<file path="src/sv/lssc_pkg.sv">
// ----------------------------------------------------------------------------
// lssc_pkg
// shared constants, codes and types of the light seek scan controller
// ----------------------------------------------------------------------------
package lssc_pkg;

  // scan geometry and sampling
  localparam int ANGLE_STEP          = 5;
  localparam int MAX_ANGLE           = 180;
  localparam int SAMPLES_PER_READING = 5;
  localparam int ADC_BITS            = 10;

  // port widths
  localparam int MODE_W     = 2;
  localparam int SAMPLE_W   = 10;
  localparam int ANGLE_W    = 8;
  localparam int LEVEL_W    = 10;
  localparam int CFG_IDX_W  = 3;
  localparam int CFG_DATA_W = 32;

  localparam int QUEUE_DEPTH = 2;

  // sample bits above the converter width are dropped
  localparam logic [SAMPLE_W-1:0] ADC_MASK = SAMPLE_W'((1 << ADC_BITS) - 1);

  // input item kinds as they arrive on the mode field
  typedef logic [MODE_W-1:0] mode_t;
  localparam mode_t MODE_TICK   = 2'd0;
  localparam mode_t MODE_PRESS  = 2'd1;
  localparam mode_t MODE_SAMPLE = 2'd2;
  localparam mode_t MODE_SPARE  = 2'd3;

  // classified beat kinds handed to the back end
  typedef enum logic [1:0] {
    KIND_TICK,
    KIND_PRESS,
    KIND_SAMPLE,
    KIND_NONE
  } kind_t;

  typedef struct packed {
    kind_t               kind;
    logic [SAMPLE_W-1:0] sample;
  } item_t;

  // configuration register indexes
  typedef logic [CFG_IDX_W-1:0] reg_idx_t;
  localparam reg_idx_t REG_SCAN_INTERVAL    = 3'd0;
  localparam reg_idx_t REG_LIGHT_THRESHOLD  = 3'd1;
  localparam reg_idx_t REG_RECHECK_INTERVAL = 3'd2;
  localparam reg_idx_t REG_DEBOUNCE         = 3'd3;
  localparam reg_idx_t REG_SWEEP_SETTLE     = 3'd4;
  localparam reg_idx_t REG_RECHECK_SETTLE   = 3'd5;
  localparam reg_idx_t REG_RESTART_SETTLE   = 3'd6;

  // one result beat
  typedef struct packed {
    logic [ANGLE_W-1:0] servo_angle;
    logic               sample_request;
    logic               scanning;
    logic               ready_res;
    logic               restart_shown;
    logic               scan_done;
    logic [ANGLE_W-1:0] best_angle;
    logic [LEVEL_W-1:0] best_level;
    logic               rescan_pending;
  } res_t;

endpackage

</file>
<file path="src/sv/light_seek_scan_controller_unit.sv">
// ----------------------------------------------------------------------------
// light_seek_scan_controller_unit
// servo light seeker: press or timer driven sweeps, averaging, parked rechecks
// ----------------------------------------------------------------------------
// Every accepted beat (1 ms tick, button press or ADC sample) yields exactly
// one result beat. Beats enter a two-entry queue and the back end executes one
// beat per cycle, computing its whole state update combinationally, so the
// block sustains one beat per clock while out_ready does not stall it; a result
// is registered from the queue head into an output register, held there while
// the input side keeps taking beats until the queue is full.
module light_seek_scan_controller_unit #(
  parameter int SAMPLES_PER_READING = lssc_pkg::SAMPLES_PER_READING
) (
  input  logic                            clk,
  input  logic                            rst_n,
  input  logic                            cfg_we,
  input  logic [lssc_pkg::CFG_IDX_W-1:0]  cfg_index,
  input  logic [lssc_pkg::CFG_DATA_W-1:0] cfg_wdata,
  input  logic                            in_valid,
  output logic                            in_ready,
  input  logic [lssc_pkg::MODE_W-1:0]     in_mode,
  input  logic [lssc_pkg::SAMPLE_W-1:0]   in_sample_value,
  output logic                            out_valid,
  input  logic                            out_ready,
  output logic [lssc_pkg::ANGLE_W-1:0]    out_servo_angle,
  output logic                            out_sample_request,
  output logic                            out_scanning,
  output logic                            out_ready_res,
  output logic                            out_restart_shown,
  output logic                            out_scan_done,
  output logic [lssc_pkg::ANGLE_W-1:0]    out_best_angle,
  output logic [lssc_pkg::LEVEL_W-1:0]    out_best_level,
  output logic                            out_rescan_pending
);

  logic            q_full, q_push, q_pop, q_head_valid;
  lssc_pkg::item_t q_item, q_head;
  lssc_pkg::res_t  res;

  lssc_front u_front (
    .in_valid        (in_valid),
    .in_ready        (in_ready),
    .in_mode         (in_mode),
    .in_sample_value (in_sample_value),
    .q_full          (q_full),
    .q_push          (q_push),
    .q_item          (q_item)
  );

  lssc_queue u_queue (
    .clk        (clk),
    .rst_n      (rst_n),
    .push       (q_push),
    .push_item  (q_item),
    .full       (q_full),
    .pop        (q_pop),
    .head_valid (q_head_valid),
    .head_item  (q_head)
  );

  lssc_back #(
    .SAMPLES (SAMPLES_PER_READING)
  ) u_back (
    .clk        (clk),
    .rst_n      (rst_n),
    .cfg_we     (cfg_we),
    .cfg_index  (cfg_index),
    .cfg_wdata  (cfg_wdata),
    .head_valid (q_head_valid),
    .head_item  (q_head),
    .pop        (q_pop),
    .out_valid  (out_valid),
    .out_ready  (out_ready),
    .out_res    (res)
  );

  assign out_servo_angle    = res.servo_angle;
  assign out_sample_request = res.sample_request;
  assign out_scanning       = res.scanning;
  assign out_ready_res      = res.ready_res;
  assign out_restart_shown  = res.restart_shown;
  assign out_scan_done      = res.scan_done;
  assign out_best_angle     = res.best_angle;
  assign out_best_level     = res.best_level;
  assign out_rescan_pending = res.rescan_pending;

endmodule

</file>
<file path="src/sv/lssc_front.sv">
// ----------------------------------------------------------------------------
// lssc_front
// input side: takes beats, classifies them and pushes them into the queue
// ----------------------------------------------------------------------------
module lssc_front (
  input  logic                         in_valid,
  output logic                         in_ready,
  input  lssc_pkg::mode_t              in_mode,
  input  logic [lssc_pkg::SAMPLE_W-1:0] in_sample_value,
  input  logic                         q_full,
  output logic                         q_push,
  output lssc_pkg::item_t              q_item
);

  assign in_ready = !q_full;
  assign q_push   = in_valid && !q_full;

  always_comb begin
    q_item.sample = in_sample_value & lssc_pkg::ADC_MASK;
    unique case (in_mode)
      lssc_pkg::MODE_TICK:   q_item.kind = lssc_pkg::KIND_TICK;
      lssc_pkg::MODE_PRESS:  q_item.kind = lssc_pkg::KIND_PRESS;
      lssc_pkg::MODE_SAMPLE: q_item.kind = lssc_pkg::KIND_SAMPLE;
      lssc_pkg::MODE_SPARE:  q_item.kind = lssc_pkg::KIND_NONE;
    endcase
  end

endmodule

</file>
<file path="src/sv/lssc_queue.sv">
// ----------------------------------------------------------------------------
// lssc_queue
// short fifo between front and back end
// ----------------------------------------------------------------------------
module lssc_queue (
  input  logic            clk,
  input  logic            rst_n,
  input  logic            push,
  input  lssc_pkg::item_t push_item,
  output logic            full,
  input  logic            pop,
  output logic            head_valid,
  output lssc_pkg::item_t head_item
);

  localparam int DEPTH = lssc_pkg::QUEUE_DEPTH;
  localparam int PTR_W = (DEPTH > 1) ? $clog2(DEPTH) : 1;
  localparam int CNT_W = $clog2(DEPTH + 1);

  lssc_pkg::item_t   mem_r [DEPTH];
  logic [PTR_W-1:0]  wr_ptr_r, wr_ptr_nxt;
  logic [PTR_W-1:0]  rd_ptr_r, rd_ptr_nxt;
  logic [CNT_W-1:0]  count_r, count_nxt;
  logic              do_push, do_pop;

  assign full       = (count_r == CNT_W'(DEPTH));
  assign head_valid = (count_r != '0);
  assign head_item  = mem_r[rd_ptr_r];
  assign do_push    = push && !full;
  assign do_pop     = pop && head_valid;

  always_comb begin
    wr_ptr_nxt = wr_ptr_r;
    rd_ptr_nxt = rd_ptr_r;
    count_nxt  = count_r;
    if (do_push) begin
      wr_ptr_nxt = (wr_ptr_r == PTR_W'(DEPTH - 1)) ? '0 : wr_ptr_r + PTR_W'(1);
    end
    if (do_pop) begin
      rd_ptr_nxt = (rd_ptr_r == PTR_W'(DEPTH - 1)) ? '0 : rd_ptr_r + PTR_W'(1);
    end
    if (do_push && !do_pop) begin
      count_nxt = count_r + CNT_W'(1);
    end else if (do_pop && !do_push) begin
      count_nxt = count_r - CNT_W'(1);
    end
  end

  always_ff @(posedge clk) begin
    if (!rst_n) begin
      wr_ptr_r <= '0;
      rd_ptr_r <= '0;
      count_r  <= '0;
    end else begin
      wr_ptr_r <= wr_ptr_nxt;
      rd_ptr_r <= rd_ptr_nxt;
      count_r  <= count_nxt;
    end
  end

  // entries start known so the idle head never carries an undefined kind
  always_ff @(posedge clk) begin
    if (!rst_n) begin
      mem_r <= '{default: '0};
    end else if (do_push) begin
      mem_r[wr_ptr_r] <= push_item;
    end
  end

endmodule

</file>
<file path="src/sv/lssc_back.sv">
// ----------------------------------------------------------------------------
// lssc_back
// back end: timers, sweep sequencer, averaging and result register
// ----------------------------------------------------------------------------
module lssc_back #(
  parameter int SAMPLES = lssc_pkg::SAMPLES_PER_READING
) (
  input  logic                            clk,
  input  logic                            rst_n,
  input  logic                            cfg_we,
  input  lssc_pkg::reg_idx_t              cfg_index,
  input  logic [lssc_pkg::CFG_DATA_W-1:0] cfg_wdata,
  input  logic                            head_valid,
  input  lssc_pkg::item_t                 head_item,
  output logic                            pop,
  output logic                            out_valid,
  input  logic                            out_ready,
  output lssc_pkg::res_t                  out_res
);

  localparam int AW     = lssc_pkg::ANGLE_W;
  localparam int LW     = lssc_pkg::LEVEL_W;
  localparam int CNT_W  = $clog2(SAMPLES + 1);
  localparam int TOT_W  = LW + CNT_W;
  localparam int L_BITS = $clog2(SAMPLES);
  localparam int SHIFT  = TOT_W + L_BITS;
  localparam int RCP_W  = SHIFT + 1;
  localparam int PROD_W = TOT_W + RCP_W;
  // ceil(2^SHIFT / SAMPLES): exact floor division for every total below 2^TOT_W
  localparam logic [RCP_W-1:0] RECIP = RCP_W'(((1 << SHIFT) + SAMPLES - 1) / SAMPLES);
  localparam logic [CNT_W-1:0] CNT_FULL = CNT_W'(SAMPLES);
  localparam logic [AW:0]      STEP_W  = (AW + 1)'(lssc_pkg::ANGLE_STEP);
  localparam logic [AW:0]      MAX_W   = (AW + 1)'(lssc_pkg::MAX_ANGLE);

  localparam logic [2:0] PH_IDLE           = 3'd0;
  localparam logic [2:0] PH_SWEEP_SETTLE   = 3'd1;
  localparam logic [2:0] PH_SWEEP_SAMPLE   = 3'd2;
  localparam logic [2:0] PH_RECHECK_SETTLE = 3'd3;
  localparam logic [2:0] PH_RECHECK_SAMPLE = 3'd4;
  localparam logic [2:0] PH_RESTART_SETTLE = 3'd5;

  typedef struct packed {
    logic [2:0]       phase;
    logic [15:0]      settle;
    logic [AW-1:0]    pos;
    logic [TOT_W-1:0] tot;
    logic [CNT_W-1:0] cnt;
    logic [AW-1:0]    run_angle;
    logic [LW-1:0]    run_level;
    logic             run_valid;
    logic [AW-1:0]    park_angle;
    logic [LW-1:0]    park_level;
    logic             pending;
    logic             lamp;
  } core_t;

  // configuration
  logic [31:0] scan_int_r, recheck_int_r;
  logic [10:0] thresh_r;
  logic [15:0] debounce_r, sweep_settle_r, recheck_settle_r, restart_settle_r;

  // sequencer state
  core_t       core_r, core_nxt;
  logic [31:0] now_r, now_nxt;
  logic [31:0] press_r, press_nxt;
  logic [31:0] sweep_end_r, sweep_end_nxt;
  logic [31:0] recheck_r, recheck_nxt;

  logic [TOT_W-1:0]  sum;
  logic [CNT_W-1:0]  cnt_inc;
  logic [PROD_W-1:0] prod;
  logic [LW-1:0]     avg;
  logic [LW-1:0]     diff;
  logic              done;
  logic              sweeping;
  lssc_pkg::res_t    res_nxt;
  logic              out_valid_r;
  lssc_pkg::res_t    out_res_r;

  function automatic core_t begin_sampling(core_t s, logic [2:0] ph);
    core_t r;
    r       = s;
    r.phase = ph;
    r.tot   = '0;
    r.cnt   = '0;
    return r;
  endfunction

  function automatic core_t sweep_step(core_t s);
    core_t r;
    r        = s;
    r.lamp   = 1'b0;
    r.phase  = PH_SWEEP_SETTLE;
    r.settle = sweep_settle_r;
    if (sweep_settle_r == '0) begin
      r = begin_sampling(r, PH_SWEEP_SAMPLE);
    end
    return r;
  endfunction

  function automatic core_t clear_run(core_t s);
    core_t r;
    r           = s;
    r.pos       = '0;
    r.run_angle = '0;
    r.run_level = '0;
    r.run_valid = 1'b0;
    return r;
  endfunction

  // a pending press at a step boundary turns into a restart from angle zero
  function automatic core_t step_start(core_t s);
    core_t r;
    r = s;
    if (r.pending) begin
      r         = clear_run(r);
      r.pending = 1'b0;
      r.lamp    = 1'b1;
      r.phase   = PH_RESTART_SETTLE;
      r.settle  = restart_settle_r;
      if (restart_settle_r == '0) begin
        r = sweep_step(r);
      end
    end else begin
      r = sweep_step(r);
    end
    return r;
  endfunction

  assign pop = head_valid && (!out_valid_r || out_ready);

  // averaging datapath, only meaningful on sample beats
  assign sum     = core_r.tot + TOT_W'(head_item.sample);
  assign cnt_inc = core_r.cnt + CNT_W'(1);
  assign prod    = PROD_W'(sum) * PROD_W'(RECIP);
  assign avg     = prod[SHIFT +: LW];
  assign diff    = (avg >= core_r.park_level) ? avg - core_r.park_level
                                              : core_r.park_level - avg;

  always_comb begin
    core_nxt      = core_r;
    now_nxt       = now_r;
    press_nxt     = press_r;
    sweep_end_nxt = sweep_end_r;
    recheck_nxt   = recheck_r;
    done          = 1'b0;
    unique case (head_item.kind)
      lssc_pkg::KIND_TICK: begin
        now_nxt = now_r + 32'd1;
        if (core_r.phase == PH_IDLE) begin
          if (core_r.pending || (now_nxt - sweep_end_r) >= scan_int_r) begin
            core_nxt         = clear_run(core_r);
            core_nxt.pending = 1'b0;
            core_nxt.lamp    = 1'b0;
            core_nxt         = step_start(core_nxt);
          end else if ((now_nxt - recheck_r) >= recheck_int_r) begin
            recheck_nxt     = now_nxt;
            core_nxt.phase  = PH_RECHECK_SETTLE;
            core_nxt.settle = recheck_settle_r;
            if (recheck_settle_r == '0) begin
              core_nxt = begin_sampling(core_nxt, PH_RECHECK_SAMPLE);
            end
          end
        end else if (core_r.phase == PH_SWEEP_SETTLE || core_r.phase == PH_RECHECK_SETTLE ||
                     core_r.phase == PH_RESTART_SETTLE) begin
          if (core_r.settle != '0) begin
            core_nxt.settle = core_r.settle - 16'd1;
          end
          if (core_nxt.settle == '0) begin
            if (core_r.phase == PH_SWEEP_SETTLE) begin
              core_nxt = begin_sampling(core_nxt, PH_SWEEP_SAMPLE);
            end else if (core_r.phase == PH_RECHECK_SETTLE) begin
              core_nxt = begin_sampling(core_nxt, PH_RECHECK_SAMPLE);
            end else begin
              core_nxt = step_start(core_nxt);
            end
          end
        end
      end
      lssc_pkg::KIND_PRESS: begin
        if ((now_r - press_r) > {16'd0, debounce_r}) begin
          core_nxt.pending = 1'b1;
          press_nxt        = now_r;
        end
      end
      lssc_pkg::KIND_SAMPLE: begin
        if (core_r.phase == PH_SWEEP_SAMPLE || core_r.phase == PH_RECHECK_SAMPLE) begin
          core_nxt.tot = sum;
          core_nxt.cnt = cnt_inc;
          if (cnt_inc == CNT_FULL) begin
            if (core_r.phase == PH_SWEEP_SAMPLE) begin
              // first strictly larger reading wins
              if (!core_r.run_valid || avg > core_r.run_level) begin
                core_nxt.run_valid = 1'b1;
                core_nxt.run_level = avg;
                core_nxt.run_angle = core_r.pos;
              end
              if (({1'b0, core_r.pos} + STEP_W) > MAX_W) begin
                core_nxt.park_angle = core_nxt.run_angle;
                core_nxt.park_level = core_nxt.run_level;
                core_nxt.lamp       = 1'b0;
                core_nxt.phase      = PH_IDLE;
                sweep_end_nxt       = now_r;
                done                = 1'b1;
              end else begin
                core_nxt.pos = core_r.pos + STEP_W[AW-1:0];
                core_nxt     = step_start(core_nxt);
              end
            end else begin
              if ({1'b0, diff} >= thresh_r) begin
                core_nxt.pending = 1'b1;
              end
              core_nxt.phase = PH_IDLE;
            end
          end
        end
      end
      lssc_pkg::KIND_NONE: begin
      end
    endcase
  end

  always_comb begin
    sweeping = (core_nxt.phase == PH_SWEEP_SETTLE) || (core_nxt.phase == PH_SWEEP_SAMPLE);
    res_nxt.servo_angle    = (sweeping || core_nxt.phase == PH_RESTART_SETTLE) ?
                             core_nxt.pos : core_nxt.park_angle;
    res_nxt.sample_request = (core_nxt.phase == PH_SWEEP_SAMPLE) ||
                             (core_nxt.phase == PH_RECHECK_SAMPLE);
    res_nxt.scanning       = sweeping;
    res_nxt.ready_res      = (core_nxt.phase == PH_IDLE) ||
                             (core_nxt.phase == PH_RECHECK_SETTLE) ||
                             (core_nxt.phase == PH_RECHECK_SAMPLE);
    res_nxt.restart_shown  = core_nxt.lamp && (core_nxt.phase == PH_RESTART_SETTLE);
    res_nxt.scan_done      = done;
    res_nxt.best_angle     = core_nxt.park_angle;
    res_nxt.best_level     = core_nxt.park_level;
    res_nxt.rescan_pending = core_nxt.pending;
  end

  always_ff @(posedge clk) begin
    if (!rst_n) begin
      scan_int_r       <= 32'd5000;
      thresh_r         <= 11'd80;
      recheck_int_r    <= 32'd2000;
      debounce_r       <= 16'd200;
      sweep_settle_r   <= 16'd200;
      recheck_settle_r <= 16'd100;
      restart_settle_r <= 16'd300;
    end else if (cfg_we) begin
      unique case (cfg_index)
        lssc_pkg::REG_SCAN_INTERVAL:    scan_int_r       <= cfg_wdata;
        lssc_pkg::REG_LIGHT_THRESHOLD:  thresh_r         <= cfg_wdata[10:0];
        lssc_pkg::REG_RECHECK_INTERVAL: recheck_int_r    <= cfg_wdata;
        lssc_pkg::REG_DEBOUNCE:         debounce_r       <= cfg_wdata[15:0];
        lssc_pkg::REG_SWEEP_SETTLE:     sweep_settle_r   <= cfg_wdata[15:0];
        lssc_pkg::REG_RECHECK_SETTLE:   recheck_settle_r <= cfg_wdata[15:0];
        lssc_pkg::REG_RESTART_SETTLE:   restart_settle_r <= cfg_wdata[15:0];
        default: begin
        end
      endcase
    end
  end

  always_ff @(posedge clk) begin
    if (!rst_n) begin
      core_r      <= '0;
      now_r       <= '0;
      press_r     <= '0;
      sweep_end_r <= '0;
      recheck_r   <= '0;
      out_valid_r <= 1'b0;
    end else begin
      if (pop) begin
        core_r      <= core_nxt;
        now_r       <= now_nxt;
        press_r     <= press_nxt;
        sweep_end_r <= sweep_end_nxt;
        recheck_r   <= recheck_nxt;
        out_valid_r <= 1'b1;
      end else if (out_ready) begin
        out_valid_r <= 1'b0;
      end
    end
  end

  // result register, loaded with every executed beat
  always_ff @(posedge clk) begin
    if (pop) begin
      out_res_r <= res_nxt;
    end
  end

  assign out_valid = out_valid_r;
  assign out_res   = out_res_r;

endmodule
</file>
<file path="config.mk">
export PLATFORM = sky130hd
export DESIGN_NAME = light_seek_scan_controller_unit
export DESIGN_NICKNAME = d
export VERILOG_FILES = /design/src/sv/lssc_pkg.sv /design/src/sv/light_seek_scan_controller_unit.sv /design/src/sv/lssc_front.sv /design/src/sv/lssc_queue.sv /design/src/sv/lssc_back.sv
export SDC_FILE = /design/constraint.sdc
export NUM_CORES = 2
export LEC_CHECK = 0
export BUFFER_PORTS_ARGS = -buffer_cell sky130_fd_sc_hd__clkbuf_2
export CELL_PAD_IN_SITES_DETAIL_PLACEMENT = 1
export CELL_PAD_IN_SITES_GLOBAL_PLACEMENT = 1
export CORE_MARGIN = 2
export CORE_UTILIZATION = 35
export DETAILED_ROUTE_END_ITERATION = 6
export MAX_ROUTING_LAYER = met4
export PLACE_DENSITY = 0.67
export SYNTH_ARGS = -nofsm -noshare
export SYNTH_HDL_FRONTEND = slang
export SYNTH_SLANG_ARGS = --single-unit
</file>
<file path="constraint.sdc">
create_clock -name clk -period 14.4 [get_ports clk]
set_input_delay 1.44 -clock clk [delete_from_list [all_inputs] [get_ports clk]]
set_output_delay 1.44 -clock clk [all_outputs]
set_load 0.02 [all_outputs]
</file>
==> impl_metrics.prom <==
# TYPE chip_impl_metric gauge
chip_impl_metric{name="synth_cells",unit=""} 3759
chip_impl_metric{name="finalPower",unit="mW"} 7.04
chip_impl_metric{name="final.setup.tns",unit="ns"} 0
chip_impl_metric{name="drc",unit=""} 2
chip_impl_metric{name="fp.coreArea",unit="um2"} 83800
chip_impl_metric{name="drive_gt1_share",unit="%"} 7.04
chip_impl_metric{name="ir_worst_vdd",unit="uV"} 312
chip_impl_metric{name="pre_cts_slack",unit="ns"} 2.36
chip_impl_info{name="timing.critical_path.from_type",value="flip-flop"} 1
chip_impl_metric{name="summed_instance_area_of_the_synthesized_netlist",unit="um2"} 29700
chip_impl_metric{name="synth_cell_types",unit=""} 88
chip_impl_metric{name="antenna_violations_before_repair",unit=""} 3
chip_impl_metric{name="hpwlAfterDp",unit="um"} 71800
chip_impl_metric{name="ys.warnings.count",unit=""} 0
chip_impl_metric{name="worst-endpoint-arrival",unit="ns"} 12.63
chip_impl_metric{name="worst_hold_path.num_cells",unit=""} 2
chip_impl_metric{name="remaining_overflow_grt",unit=""} 0
chip_impl_metric{name="cts.repair.resized",unit=""} 0
chip_impl_metric{name="reg2regPathDepth",unit=""} 47
chip_impl_metric{name="die_x",unit="um"} 295
chip_impl_metric{name="final-seq-area",unit="um2"} 8530
chip_impl_metric{name="grt_util_all_layers",unit="%"} 22.7
chip_impl_info{name="synthTopCellsByCount",value="567 x sky130_fd_sc_hd__nand2_1, 378 x sky130_fd_sc_hd__dfxtp_1, 362 x sky130_fd_sc_hd__inv_1, 347 x sky130_fd_sc_hd__a21oi_1, 313 x sky130_fd_sc_hd__ha_1"} 1
chip_impl_metric{name="pwr-share-seq",unit="%"} 20.1
chip_impl_metric{name="syn_avg_cell_area",unit="um2"} 7.90
chip_impl_metric{name="period_share",unit="%"} 84.1
chip_impl_metric{name="dieArea",unit="um2"} 87200
chip_impl_metric{name="route.antenna.remaining_nets",unit=""} 0
chip_impl_info{name="critical_path.reg2reg.endpoint",value="u_back.core_r[1]$_SDFFE_PN0P_"} 1
chip_impl_info{name="dominantRegCellSynth",value="sky130_fd_sc_hd__dfxtp_1"} 1
chip_impl_metric{name="post-route-min-period",unit="ns"} 12.12
chip_impl_metric{name="max-slew-margin-rel",unit="%"} 17.5
chip_impl_metric{name="clockBufferDepth",unit=""} 3
chip_impl_metric{name="setup_viol_count_final",unit=""} 0
chip_impl_metric{name="number_of_register_bits_inferred_by_synthesis",unit=""} 410
chip_impl_metric{name="p_leak",unit="nW"} 13.8
chip_impl_info{name="cts_root_buf",value="sky130_fd_sc_hd__clkbuf_16"} 1
chip_impl_metric{name="postCtsSetupBuffers",unit=""} 0
chip_impl_info{name="outcome",value="finished with violations"} 1
chip_impl_metric{name="clkSlewWorstSetupHoldPaths",unit="ns"} 0.06
chip_impl_metric{name="vias",unit=""} 26800
chip_impl_metric{name="critical-path-max-stage-delay",unit="ns"} 0.82
chip_impl_metric{name="cts.sink_count",unit=""} 410
chip_impl_metric{name="wl",unit="um"} 96400
chip_impl_metric{name="grt_pass1_vias",unit=""} 26900
chip_impl_metric{name="worst_ep_required_time",unit="ns"} 14.91
chip_impl_info{name="synth.most_common_cell",value="sky130_fd_sc_hd__nand2_1"} 1
chip_impl_metric{name="wire_per_inst",unit="um"} 19.6
chip_impl_metric{name="synth_edf_count",unit=""} 32
chip_impl_metric{name="cell_internal_pwr",unit="mW"} 3.65
chip_impl_metric{name="largest_net_degree_at_the_start_of_global_routing",unit=""} 109
chip_impl_info{name="worstSetupPathType",value="reg2reg"} 1
chip_impl_metric{name="syn-num-nets",unit=""} 4171
chip_impl_metric{name="comb_power_share",unit="%"} 61.0
chip_impl_info{name="hold_class",value="reg2reg"} 1
chip_impl_metric{name="hold_buffers",unit=""} 0
chip_impl_info{name="worst_path_max_delay_cell",value="sky130_fd_sc_hd__dfxtp_1"} 1
chip_impl_info{name="r2r_start",value="u_queue.rd_ptr_r$_SDFFE_PN0P_"} 1
chip_impl_info{name="worst_hold_end",value="u_back.sweep_end_r[22]$_SDFFE_PN0P_"} 1
chip_impl_info{name="hold_path.startpoint",value="u_back.sweep_end_r[22]$_SDFFE_PN0P_"} 1
chip_impl_metric{name="total_i_o_pin_count",unit=""} 86
chip_impl_metric{name="clk-insertion-delay-late",unit="ns"} 0.63
chip_impl_metric{name="layout-area-overhead-vs-synth",unit="%"} 10.8
chip_impl_metric{name="floorplan.initialDensity",unit="%"} 35.4
chip_impl_metric{name="max_clock_freq",unit="GHz"} 0.0825
chip_impl_metric{name="worst-path-max-fanout",unit=""} 18
chip_impl_metric{name="timing.reg2reg.setup_slack",unit="ns"} 2.28
chip_impl_metric{name="grt_pass1_wl",unit="um"} 152000
chip_impl_metric{name="finalWeightedCongestion",unit=""} 0.898
chip_impl_metric{name="clock_tree.htree_level_count",unit=""} 2
chip_impl_info{name="critPathCaptureType",value="flip-flop"} 1
chip_impl_metric{name="drt_pre_antenna_iters",unit=""} 7
chip_impl_info{name="rsz0062_at_grt",value="false"} 1
chip_impl_metric{name="timing.final.hold_violations",unit=""} 0
chip_impl_metric{name="die_height",unit="um"} 295
chip_impl_metric{name="cts_buffers",unit=""} 53
chip_impl_metric{name="worst_case_clock_skew",unit="ns"} 0.0368
chip_impl_info{name="cts_tree",value="built"} 1
chip_impl_metric{name="cellPowerDensity",unit="nW/um2"} 214
chip_impl_metric{name="layout.filler_cells",unit=""} 10200
chip_impl_info{name="violations",value="DRC"} 1
chip_impl_metric{name="synth_top_area_share",unit="%"} 25.5
chip_impl_metric{name="ys_seq_area_share",unit="%"} 28.7
chip_impl_info{name="synth_top_cells_by_area",value="sky130_fd_sc_hd__dfxtp_1 25%, sky130_fd_sc_hd__ha_1 13%, sky130_fd_sc_hd__nand2_1 7.2%"} 1
chip_impl_metric{name="p_sw_share",unit="%"} 48.1
chip_impl_metric{name="postLayoutSetupSlackWorst",unit="ns"} 2.28
chip_impl_metric{name="transition_at_the_pin_with_the_smallest_max_transition_slack",unit="ns"} 1.22
chip_impl_metric{name="via_per_inst",unit=""} 5.43
chip_impl_metric{name="rows",unit=""} 106
chip_impl_metric{name="asyncSetResetFlopFracSynth",unit="%"} 0
chip_impl_info{name="path_common_cell",value="sky130_fd_sc_hd__inv_1"} 1
chip_impl_info{name="synth_area_leader_cell",value="sky130_fd_sc_hd__dfxtp_1"} 1
chip_impl_metric{name="p_sw",unit="mW"} 3.39
chip_impl_metric{name="cap_viol_max_count",unit=""} 0
chip_impl_metric{name="finalCoreUtilization",unit="%"} 39.2
chip_impl_metric{name="slew_viol_final",unit=""} 0
chip_impl_metric{name="multi_input_area",unit="um2"} 19200
chip_impl_metric{name="finalNetCount",unit=""} 4168
chip_impl_metric{name="detail_route.iter0.violations",unit=""} 1529
chip_impl_metric{name="clockPowerShare",unit="%"} 18.9
chip_impl_metric{name="numPortBuffers",unit=""} 85
==> state kept, by name, summed over array words and instances (netlist names), 2 cells and up <==
| register | count |
|---|---|
| u_back.scan_int_r | 32 |
| u_back.now_r | 32 |
| u_queue.count_r | 2 |
| u_back.thresh_r | 11 |
| u_back.sweep_end_r | 32 |
| u_back.sweep_settle_r | 16 |
| u_queue.mem_r | 24 |
| u_back.recheck_r | 32 |
| u_back.press_r | 32 |
| u_back.core_r | 82 |
| u_back.debounce_r | 16 |
| u_back.restart_settle_r | 16 |
| u_back.recheck_settle_r | 16 |
| u_back.out_res | 32 |
| u_back.recheck_int_r | 32 |
==> cell usage in the layout (no fill, tap or decap), drive strengths merged, types with 10 or more instances in the layout <==
cell and n:
xor2 69, o311ai 36, dfxtp 378, nand2 567, a222oi 14, buf 36, nor3 60, mux2 29
inv 365, or3 12, nor4 27, nor2 274, a211oi 63, ha 313, fa 47, a31oi 32
o21a 25, a21o 49, o21bai 24, nand3 67, xnor2 118, nand4 36, a2bb2oi 33, o21ai 139
clkbuf 166, a21oi 347, a22o 15, o211ai 33, mux2i 54, nand2b 25, and3 58, or2 10
a22oi 20, edfxtp 32, o31ai 50, nor2b 33, and2 19
==> worst max-delay path by stage <==
stage / startpoint / to / slack (ns) / depth (start not counted)
after CTS: u_queue.rd_ptr_r$_SDFFE_PN0P_ / u_back.core_r[1]$_SDFFE_PN0P_ / 2.31 / 47
after global routing: u_queue.rd_ptr_r$_SDFFE_PN0P_ / u_back.core_r[1]$_SDFFE_PN0P_ / 1.37 / 47
after floorplan: u_queue.rd_ptr_r$_SDFFE_PN0P_ / u_back.core_r[1]$_SDFFE_PN0P_ / 4.00 / 45
after detailed placement: u_queue.rd_ptr_r$_SDFFE_PN0P_ / u_back.core_r[1]$_SDFFE_PN0P_ / 2.36 / 47
final: u_queue.rd_ptr_r$_SDFFE_PN0P_ / u_back.core_r[1]$_SDFFE_PN0P_ / 2.28 / 47
after global placement: u_queue.rd_ptr_r$_SDFFE_PN0P_ / u_back.core_r[1]$_SDFFE_PN0P_ / 2.71 / 47
==> metrics by stage <==
step | area [um2] | hold slack [ns] | std cells
2_1_floorplan | 29700 | 0.434 | 3759
3_3_place_gp | 31200 | 0.443 | 4835
3_5_place_dp | 31200 | 0.447 | 4835
4_1_cts | 32900 | 0.455 | 4928
5_1_grt | 32900 | 0.468 | 4928
6_report | 32900 | 0.454 | 4929
==> power by group through the flow <==
| stage | Sequential (mW) | Clock, mW | Combinational (mW) |
|---|---|---|---|
| finish | 1.42 | 1.33 | 4.30 |
| global route | 1.43 | 1.41 | 4.79 |
| CTS | 1.42 | 1.37 | 4.29 |
| detailed placement | 1.44 | 0 | 4.26 |
| global placement | 1.44 | 0 | 4.19 |
| floorplan | 1.44 | 0 | 2.94 |
==> cells by family after synthesis <==
family	synth area share, %
and+or+nand+nor	18.5
AOI/OAI and AO/OA	21.1
buffers and inverters	6.90
DFF	28.7
adders and majority gates	16.4
xor gates and xnor gates	5.52
muxes	2.98
==> worst max-delay path, delay by kind of cell (launching register included) <==
kind            cells  cell delay, ns
mux                 2            0.85
flops               1            0.82
fa+ha+maj           9            3.42
buf+inv             6            0.57
compound gates     21            4.76
simple gates        6            0.66
xor+xnor            3            0.98
==> metal layers <==
metal / track usage (%) / part of all wire (%) / up-vias
met5: - / 0 / -
met4: 4.98 / 2.0 / 0
met3: 3.57 / 4.8 / 99
met2: 35.2 / 44 / 429
met1: 31.0 / 49 / 13100
li1: - / - / 13100
==> final cells by class <==
class	instances	area share, %
Multi-Input combinational cell	2808	58.3
Inverter	363	4.17
Clock inverter	11	0.502
Timing Repair Buffer	120	2.10
Tap cell	1134	4.31
Antenna cell	1	0.00761
Sequential cell	410	25.9
Clock buffer	82	4.67
No activity file was read; power rests on OpenSTA's default activity.
